## src/sv/swdm_pkg.sv

```systemverilog
// Shared types, constants and helpers for the stereo wet/dry mixer with soft mute.
// No dependencies; imported by every module of the block.
package swdm_pkg;

  localparam int SAMPLE_W   = 16;
  localparam int GAIN_W     = 12;
  localparam int MIX_FULL   = 4095;
  localparam int MIX_SHIFT  = 12;
  localparam int RAMP_SHIFT = 9;
  localparam int RAMP_LEN   = 512;
  localparam int CNT_W      = $clog2(RAMP_LEN + 1);

  localparam int PROD_W  = SAMPLE_W + GAIN_W + 1;
  localparam int SUM_W   = PROD_W + 1;
  localparam int MIX_W   = SUM_W - MIX_SHIFT;
  localparam int RPROD_W = SAMPLE_W + CNT_W + 1;
  localparam int RSH_W   = RPROD_W - RAMP_SHIFT;
  localparam int SAT_W   = 32;

  typedef logic [1:0] func_t;
  localparam func_t FN_FRAME = 2'd0;
  localparam func_t FN_MUTE  = 2'd1;
  localparam func_t FN_CLEAR = 2'd2;

  typedef enum logic [1:0] {
    PH_UNMUTED = 2'd0,
    PH_DOWN    = 2'd1,
    PH_MUTED   = 2'd2,
    PH_UP      = 2'd3
  } mute_phase_t;

  typedef enum logic [1:0] {
    ST_IDLE,
    ST_MIX,
    ST_SCALE
  } ctl_state_t;

  typedef struct packed {
    func_t                       func;
    logic signed [SAMPLE_W-1:0]  dry_left;
    logic signed [SAMPLE_W-1:0]  dry_right;
    logic signed [SAMPLE_W-1:0]  wet_left;
    logic signed [SAMPLE_W-1:0]  wet_right;
    logic [GAIN_W-1:0]           wet_gain;
    logic                        mute_enable;
  } in_item_t;

  typedef struct packed {
    logic signed [SAMPLE_W-1:0]  out_left;
    logic signed [SAMPLE_W-1:0]  out_right;
    logic [SAMPLE_W-1:0]         in_peak_left;
    logic [SAMPLE_W-1:0]         in_peak_right;
    logic [SAMPLE_W-1:0]         out_peak_left;
    logic [SAMPLE_W-1:0]         out_peak_right;
    logic [1:0]                  mute_phase_now;
  } out_item_t;

  typedef struct packed {
    logic ld;
    logic adv;
  } lane_ctl_t;

  typedef struct packed {
    logic signed [SAMPLE_W-1:0] sample;
    logic [SAMPLE_W-1:0]        in_mag;
    logic [SAMPLE_W-1:0]        out_mag;
  } lane_res_t;

  function automatic logic signed [SAMPLE_W-1:0] sat16(input logic signed [SAT_W-1:0] x);
    logic signed [SAMPLE_W-1:0] r;
    if (x > 32'sd32767) begin
      r = 16'sh7fff;
    end else if (x < -32'sd32768) begin
      r = 16'sh8000;
    end else begin
      r = x[SAMPLE_W-1:0];
    end
    return r;
  endfunction

  // |-32768| wraps to 16'h8000, which is the held magnitude 32768
  function automatic logic [SAMPLE_W-1:0] mag16(input logic signed [SAMPLE_W-1:0] s);
    logic [SAMPLE_W-1:0] r;
    if (s[SAMPLE_W-1]) begin
      r = ~s + 1'b1;
    end else begin
      r = s;
    end
    return r;
  endfunction

endpackage

```

## src/sv/stereo_wet_dry_mix_soft_mute.sv

```systemverilog
// Top level: stereo wet/dry crossfade with soft-mute ramp and peak meters.
// Depends on swdm_pkg, swdm_lane (one per channel) and swdm_merge.
//
//   channel   ports                          direction   handshake
//   input     in_valid  in_ready  in_data    in          valid/ready, in_item_t
//   result    out_valid out_ready out_data   out         valid/ready, out_item_t
//
// Every item gives one result: its mix products, then its ramp product, are
// registered in turn, then the commit goes into the result register.
// A new item is taken on the commit cycle of the previous one, so an item is not
// taken before the one ahead of it commits; each lane has two multiplier stages.
// A result waiting on out_ready holds the item behind it in the last stage.
// Reset (rst_n low, synchronous) leaves the block muted with meters cleared.
module stereo_wet_dry_mix_soft_mute import swdm_pkg::*; (
  input  logic      clk,
  input  logic      rst_n,
  input  logic      in_valid,
  output logic      in_ready,
  input  in_item_t  in_data,
  output logic      out_valid,
  input  logic      out_ready,
  output out_item_t out_data
);

  ctl_state_t       state_r, state_nxt;
  func_t            func_r;
  logic             mute_r;
  logic             accept;
  logic             commit;
  lane_ctl_t        lane_ctl;
  lane_res_t        res_l, res_r;
  mute_phase_t      phase;
  logic [CNT_W-1:0] cnt;

  always_comb begin
    commit       = rst_n && (state_r == ST_SCALE) && (!out_valid || out_ready);
    in_ready     = rst_n && ((state_r == ST_IDLE) || commit);
    accept       = in_valid && in_ready;
    lane_ctl.ld  = accept;
    lane_ctl.adv = (state_r == ST_MIX);
  end

  always_comb begin
    state_nxt = state_r;
    unique case (state_r)
      ST_IDLE:  if (accept) state_nxt = ST_MIX;
      ST_MIX:   state_nxt = ST_SCALE;
      ST_SCALE: begin
        if (commit) state_nxt = accept ? ST_MIX : ST_IDLE;
      end
      default:  state_nxt = ST_IDLE;
    endcase
  end

  always_ff @(posedge clk) begin
    if (!rst_n) begin
      state_r <= ST_IDLE;
    end else begin
      state_r <= state_nxt;
    end
  end

  always_ff @(posedge clk) begin
    if (accept) begin
      func_r <= in_data.func;
      mute_r <= in_data.mute_enable;
    end
  end

  swdm_lane u_lane_l (
    .clk   (clk),
    .ctl   (lane_ctl),
    .dry   (in_data.dry_left),
    .wet   (in_data.wet_left),
    .gain  (in_data.wet_gain),
    .phase (phase),
    .cnt   (cnt),
    .res   (res_l)
  );

  swdm_lane u_lane_r (
    .clk   (clk),
    .ctl   (lane_ctl),
    .dry   (in_data.dry_right),
    .wet   (in_data.wet_right),
    .gain  (in_data.wet_gain),
    .phase (phase),
    .cnt   (cnt),
    .res   (res_r)
  );

  swdm_merge u_merge (
    .clk       (clk),
    .rst_n     (rst_n),
    .commit    (commit),
    .func      (func_r),
    .mute_en   (mute_r),
    .res_l     (res_l),
    .res_r     (res_r),
    .out_ready (out_ready),
    .out_valid (out_valid),
    .out_data  (out_data),
    .phase     (phase),
    .cnt       (cnt)
  );

endmodule

```

## src/sv/swdm_lane.sv

```systemverilog
// One channel lane: wet/dry crossfade, saturation and soft-mute ramp scaling.
// Depends on swdm_pkg.
module swdm_lane import swdm_pkg::*; (
  input  logic                       clk,
  input  lane_ctl_t                  ctl,
  input  logic signed [SAMPLE_W-1:0] dry,
  input  logic signed [SAMPLE_W-1:0] wet,
  input  logic [GAIN_W-1:0]          gain,
  input  mute_phase_t                phase,
  input  logic [CNT_W-1:0]           cnt,
  output lane_res_t                  res
);

  logic signed [PROD_W-1:0]   prod_w_r, prod_w_nxt;
  logic signed [PROD_W-1:0]   prod_d_r, prod_d_nxt;
  logic signed [SAMPLE_W-1:0] dry_r;
  logic signed [SAMPLE_W-1:0] mix_r, mix_nxt;
  logic signed [RPROD_W-1:0]  rprod_r, rprod_nxt;

  logic [GAIN_W-1:0]          dry_gain;
  logic signed [SUM_W-1:0]    sum;
  logic signed [MIX_W-1:0]    mix_shr;
  logic signed [RSH_W-1:0]    ramp_shr;
  logic signed [SAMPLE_W-1:0] scaled;
  logic signed [SAMPLE_W-1:0] sample;

  always_comb begin
    dry_gain   = GAIN_W'(MIX_FULL) - gain;
    prod_w_nxt = wet * $signed({1'b0, gain});
    prod_d_nxt = dry * $signed({1'b0, dry_gain});
  end

  always_comb begin
    sum       = $signed({prod_w_r[PROD_W-1], prod_w_r}) + $signed({prod_d_r[PROD_W-1], prod_d_r});
    mix_shr   = sum[SUM_W-1:MIX_SHIFT];
    mix_nxt   = sat16($signed({{(SAT_W-MIX_W){mix_shr[MIX_W-1]}}, mix_shr}));
    rprod_nxt = mix_nxt * $signed({1'b0, cnt});
  end

  always_ff @(posedge clk) begin
    if (ctl.ld) begin
      prod_w_r <= prod_w_nxt;
      prod_d_r <= prod_d_nxt;
      dry_r    <= dry;
    end
    if (ctl.adv) begin
      mix_r   <= mix_nxt;
      rprod_r <= rprod_nxt;
    end
  end

  always_comb begin
    ramp_shr = rprod_r[RPROD_W-1:RAMP_SHIFT];
    scaled   = sat16($signed({{(SAT_W-RSH_W){ramp_shr[RSH_W-1]}}, ramp_shr}));
    unique case (phase)
      PH_UNMUTED: sample = mix_r;
      PH_MUTED:   sample = '0;
      PH_DOWN,
      PH_UP:      sample = scaled;
      default:    sample = '0;
    endcase
    res.sample  = sample;
    res.in_mag  = mag16(dry_r);
    res.out_mag = mag16(sample);
  end

endmodule

```

## src/sv/swdm_merge.sv

```systemverilog
// Merge stage: peak meters, mute phase and ramp counter, and the result register.
// Depends on swdm_pkg; combines the two swdm_lane results.
module swdm_merge import swdm_pkg::*; (
  input  logic             clk,
  input  logic             rst_n,
  input  logic             commit,
  input  func_t            func,
  input  logic             mute_en,
  input  lane_res_t        res_l,
  input  lane_res_t        res_r,
  input  logic             out_ready,
  output logic             out_valid,
  output out_item_t        out_data,
  output mute_phase_t      phase,
  output logic [CNT_W-1:0] cnt
);

  mute_phase_t          phase_r, phase_nxt;
  logic [CNT_W-1:0]     cnt_r, cnt_nxt;
  logic [SAMPLE_W-1:0]  pk_il_r, pk_il_nxt;
  logic [SAMPLE_W-1:0]  pk_ir_r, pk_ir_nxt;
  logic [SAMPLE_W-1:0]  pk_ol_r, pk_ol_nxt;
  logic [SAMPLE_W-1:0]  pk_or_r, pk_or_nxt;
  logic                 out_valid_r, out_valid_nxt;
  out_item_t            out_data_r, out_data_nxt;
  logic signed [SAMPLE_W-1:0] smp_l, smp_r;
  logic [CNT_W-1:0]     cnt_dec;
  logic [CNT_W:0]       cnt_inc;

  always_comb begin
    phase_nxt = phase_r;
    cnt_nxt   = cnt_r;
    pk_il_nxt = pk_il_r;
    pk_ir_nxt = pk_ir_r;
    pk_ol_nxt = pk_ol_r;
    pk_or_nxt = pk_or_r;
    smp_l     = '0;
    smp_r     = '0;
    cnt_dec   = (cnt_r != '0) ? cnt_r - 1'b1 : cnt_r;
    cnt_inc   = {1'b0, cnt_r} + 1'b1;
    unique case (func)
      FN_FRAME: begin
        smp_l = res_l.sample;
        smp_r = res_r.sample;
        if (res_l.in_mag > pk_il_r)  pk_il_nxt = res_l.in_mag;
        if (res_r.in_mag > pk_ir_r)  pk_ir_nxt = res_r.in_mag;
        if (res_l.out_mag > pk_ol_r) pk_ol_nxt = res_l.out_mag;
        if (res_r.out_mag > pk_or_r) pk_or_nxt = res_r.out_mag;
        unique case (phase_r)
          PH_DOWN: begin
            cnt_nxt = cnt_dec;
            if (cnt_dec == '0) phase_nxt = PH_MUTED;
          end
          PH_UP: begin
            if (cnt_inc >= (CNT_W+1)'(RAMP_LEN)) begin
              phase_nxt = PH_UNMUTED;
              cnt_nxt   = '0;
            end else begin
              cnt_nxt = cnt_inc[CNT_W-1:0];
            end
          end
          PH_UNMUTED,
          PH_MUTED: ;
          default: ;
        endcase
      end
      FN_MUTE: begin
        if (phase_r == PH_UNMUTED && mute_en) begin
          cnt_nxt   = CNT_W'(RAMP_LEN);
          phase_nxt = PH_DOWN;
        end else if (phase_r == PH_MUTED && !mute_en) begin
          cnt_nxt   = '0;
          phase_nxt = PH_UP;
        end
      end
      FN_CLEAR: begin
        pk_il_nxt = '0;
        pk_ir_nxt = '0;
        pk_ol_nxt = '0;
        pk_or_nxt = '0;
      end
      default: ;
    endcase
  end

  always_comb begin
    out_data_nxt.out_left       = smp_l;
    out_data_nxt.out_right      = smp_r;
    out_data_nxt.in_peak_left   = pk_il_nxt;
    out_data_nxt.in_peak_right  = pk_ir_nxt;
    out_data_nxt.out_peak_left  = pk_ol_nxt;
    out_data_nxt.out_peak_right = pk_or_nxt;
    out_data_nxt.mute_phase_now = phase_nxt;
    if (commit) begin
      out_valid_nxt = 1'b1;
    end else if (out_ready) begin
      out_valid_nxt = 1'b0;
    end else begin
      out_valid_nxt = out_valid_r;
    end
  end

  always_ff @(posedge clk) begin
    if (!rst_n) begin
      phase_r     <= PH_MUTED;
      cnt_r       <= '0;
      pk_il_r     <= '0;
      pk_ir_r     <= '0;
      pk_ol_r     <= '0;
      pk_or_r     <= '0;
      out_valid_r <= 1'b0;
    end else begin
      out_valid_r <= out_valid_nxt;
      if (commit) begin
        phase_r <= phase_nxt;
        cnt_r   <= cnt_nxt;
        pk_il_r <= pk_il_nxt;
        pk_ir_r <= pk_ir_nxt;
        pk_ol_r <= pk_ol_nxt;
        pk_or_r <= pk_or_nxt;
      end
    end
  end

  always_ff @(posedge clk) begin
    if (commit) begin
      out_data_r <= out_data_nxt;
    end
  end

  assign out_valid = out_valid_r;
  assign out_data  = out_data_r;
  assign phase     = phase_r;
  assign cnt       = cnt_r;

endmodule
```

## config.mk

```make
export PLATFORM = sky130hd
export DESIGN_NAME = stereo_wet_dry_mix_soft_mute
export DESIGN_NICKNAME = d
export VERILOG_FILES = /design/src/sv/swdm_pkg.sv /design/src/sv/stereo_wet_dry_mix_soft_mute.sv /design/src/sv/swdm_lane.sv /design/src/sv/swdm_merge.sv
export SDC_FILE = /design/constraint.sdc
export NUM_CORES = 2
export LEC_CHECK = 0
export BUFFER_PORTS_ARGS = -buffer_cell sky130_fd_sc_hd__buf_2
export CAP_MARGIN = 20
export CORE_ASPECT_RATIO = 0.7
export CORE_UTILIZATION = 59
export CTS_BUF_LIST = sky130_fd_sc_hd__clkbuf_8
export DETAILED_ROUTE_END_ITERATION = 8
export PLACE_DENSITY = 0.79
export SKIP_LAST_GASP = 1
export SYNTH_ARGS = -nofsm -noshare
export SYNTH_HDL_FRONTEND = slang
export SYNTH_SLANG_ARGS = --single-unit
```

## constraint.sdc

```tcl
create_clock -name clk -period 10 [get_ports clk]
set_clock_uncertainty 0.1 [all_clocks]
set_input_delay 1 -clock clk [delete_from_list [all_inputs] [get_ports clk]]
set_output_delay 1 -clock clk [all_outputs]
set_load 0.02 [all_outputs]
```

==> impl_metrics.toml <==
[status]
run_status = "finished with violations"
violations = "DRC"

[logic_synthesis]
synth_top_family_by_area = "adder cells"
syn_area_um2 = 59900
synth_compound_area_share_pct = 8.08
synth_simple_gate_area_share_pct = 15.7
ys_types = 98
synth_edf_count = 317
synth_mux_area_share_pct = 0.123
seq_area_frac_synth_pct = 18.5
yosys.area_share.adder_pct = 44.1
ys.flop_type = "edfxtp_1"
syn_area_per_cell_um2 = 9.53
synth-seq-cells = 396
synth-async-reset-ratio_pct = 0
synth_nets = 7877
yosys_warnings = 0
synth-xor-area-share_pct = 3.58
synthCells = 6284

[timing]
fin_crit_ps = 8850
drv_slew = 0
max_slew_margin_pct = 27.9
finalHoldViolCount = 0
tns_ps = 0
rsz0062_at_grt = "no"
fin_hold_ws_ps = 384
worst_pin_slew_ps = 1080
finalCritPeriodShare_pct = 88.5
setup_viol = 0
max_freq_mhz = 113

[floorplanning]
initial_core_util_pct = 59.7
ios = 183
die_w_um = 383
std_cell_rows = 97
die_area_um2 = 103000
die_h_um = 269
core_area_um2 = 100000

[detailed_routing]
drt_first_iter_violations = 3881
antenna_left = 0
vias_per_cell = 5.63
wl_um = 145000
vias = 43388
wl_per_cell_um = 18.8
drc = 40
first_pass_iters = 9

[cells_and_area]
stdcell_count = 7711
area_delta_synth_final_pct = 5.66
nets = 7907
fillers = 8026
layout-drive-gt1-share_pct = 6.31

[clock_tree]
clk_pin_slew_worst_paths_ps = 60
post_cts_resized = 0
cts-root-buf = "clkbuf_8"
cts_buffer_depth = 3
cts_buffers = 71
postCtsHoldBufs = 0
tritoncts = "yes"
h-tree-depth = 3
clk_latency_ps = 690
post_cts_buffers = 0
clkSinkCount = 396

[critical_path]
cp-end-kind = "flip-flop"
worstSetupStartpointType = "flip-flop"
slowest_delay_ps = 590
r2r-start = "u_lane_l.prod_d_r[22]"
arrival_ps = 9180
criticalPathCategory = "reg -> reg"
r2r_slack_ps = 1150
worst-endpoint-required_ps = 10330
crit_slowest_cell = "a31oi_1"
crit_fanout = 14
cp-startpoint = "u_lane_l.prod_d_r[22]"

[place]
gp_congestion = 0.950
port_buffers = 182
placed_cells = 7576
place_hpwl_um = 115000

[power]
p_int_mw = 9.37
power_frac_seq_pct = 14.6
combPwrFrac_pct = 77.4
power_mw = 20.3
p_sw_share_pct = 53.7
p_per_area_nw_per_um2 = 320
p_leak_nw = 30.3
irDropWorstVdd_v = 0.000524
clockPowerShare_pct = 8.0
switchingPower_mw = 10.9

[global_route]
antenna_found_initial = 9
grt_usage_pct = 29.3
grt_pass1_wl_um = 239000
overflow = 0
grt_start_max_net_pins = 68
grt_pass1_vias = 45602

[hold_path]
min_path_type = "reg -> reg"
hold_start = "u_merge.pk_il_r[12]"

[run]
drv_cap = 0
[registers in the layout, summed over array words and instances, names as in the netlist, 18 cells and up]
signal and flops:
u_lane_r.prod_w_r 29, u_lane_l.prod_w_r 29, u_lane_l.prod_d_r 29, u_lane_r.prod_d_r 29, u_lane_l.rprod_r 18, u_lane_r.rprod_r 18
u_merge.out_data 98
[metal layers]
metal  share of wire (%)  up-vias  wire (um)  GRT usage (%)
met5              0.0048        -          7              0
met4                 2.2        2       3130           7.42
met3                  11      249      16100           6.59
met2                  43     2102      62400           44.7
met1                  44    21457      63500           42.6
li1                    -    19578          -              -
[synth_stat cells, types with 54 or more instances]
master / count / area, um2
nand2b_1: 202 / 1260
nor2_1: 254 / 953
xnor2_1: 158 / 1380
nand2_1: 524 / 1970
fa_1: 1000 / 20000
a21oi_1: 201 / 1010
nor2b_1: 240 / 1500
and2_1: 360 / 2250
ha_1: 510 / 6380
nand3_1: 74 / 370
o21ai_0: 144 / 721
edfxtp_1: 317 / 9520
xor2_1: 85 / 744
inv_1: 1313 / 4930
dfxtp_1: 79 / 1580
clkbuf_1: 255 / 957
a21o_1: 54 / 405
[final timing paths]
path,endpoint,cells past startpoint
max,u_lane_l.rprod_r[23],35
min,u_merge.pk_il_r[12],1
max reg2reg,u_lane_l.rprod_r[23],35
min reg2reg,u_merge.pk_il_r[12],1
[critical path, delay by kind of cell, from the launching register on]
kind / cells / cell delay, ps
buf+inv: 6 / 660
xor+xnor: 1 / 90
compound gates: 15 / 3790
fa+ha+maj: 7 / 2660
simple gates: 6 / 920
flops: 1 / 380
[metrics by stage]
| step | area [um2] | setup WS [ps] | util (%) |
|---|---|---|---|
| after floorplan | 59900 | 2340 | - |
| after global placement | 61800 | 1660 | 61.6 |
| after detailed placement | 61800 | 1410 | 61.6 |
| after CTS | 63300 | 1350 | 63.0 |
| after global routing | 63300 | 749 | 63.1 |
| final | 63300 | 1150 | 63.1 |
[area by class of cell]
cell class	count	area [um2]	share of cell area [%]
Timing Repair Buffer	225	1240	1.95
Antenna cell	6	15.0	0.0237
Inverter	1320	4960	7.83
Sequential cell	396	11100	17.5
Multi-Input combinational cell	4300	42900	67.7
Clock buffer	75	1030	1.63
Clock inverter	53	432	0.682
Tap cell	1336	1670	2.64
[power by group through the flow]
stage          logic, mW  clock network (mW)  registers (mW)
3_3_place_gp        14.8                   0            2.98
5_1_grt             17.1                1.71            2.99
6_report            15.7                1.62            2.97
2_1_floorplan       10.7                   0            2.93
3_5_place_dp        15.2                   0            2.99
4_1_cts             15.3                1.65            2.96
[cells by family after synthesis]
| kind of cell | after synthesis |
|---|---|
| buffers and inverters | 1588 |
| adders and majority gates | 1510 |
| xor gates and xnor gates | 244 |
| DFF | 396 |
| AOI/OAI and AO/OA | 723 |
| and+or+nand+nor | 1816 |
| muxes | 7 |
[placed cells by master, fill, tap and decap left out, types with 143 or more instances in the layout]
cell type,n
nand2_1,524
inv_1,1330
fa_1,1000
xnor2_1,158
buf_2,181
o21ai_0,143
nor2_1,253
ha_1,510
nor2b_1,239
nand2b_1,202
edfxtp_1,317
a21oi_1,201
and2_1,359
(Power assumes the default switching activity.)
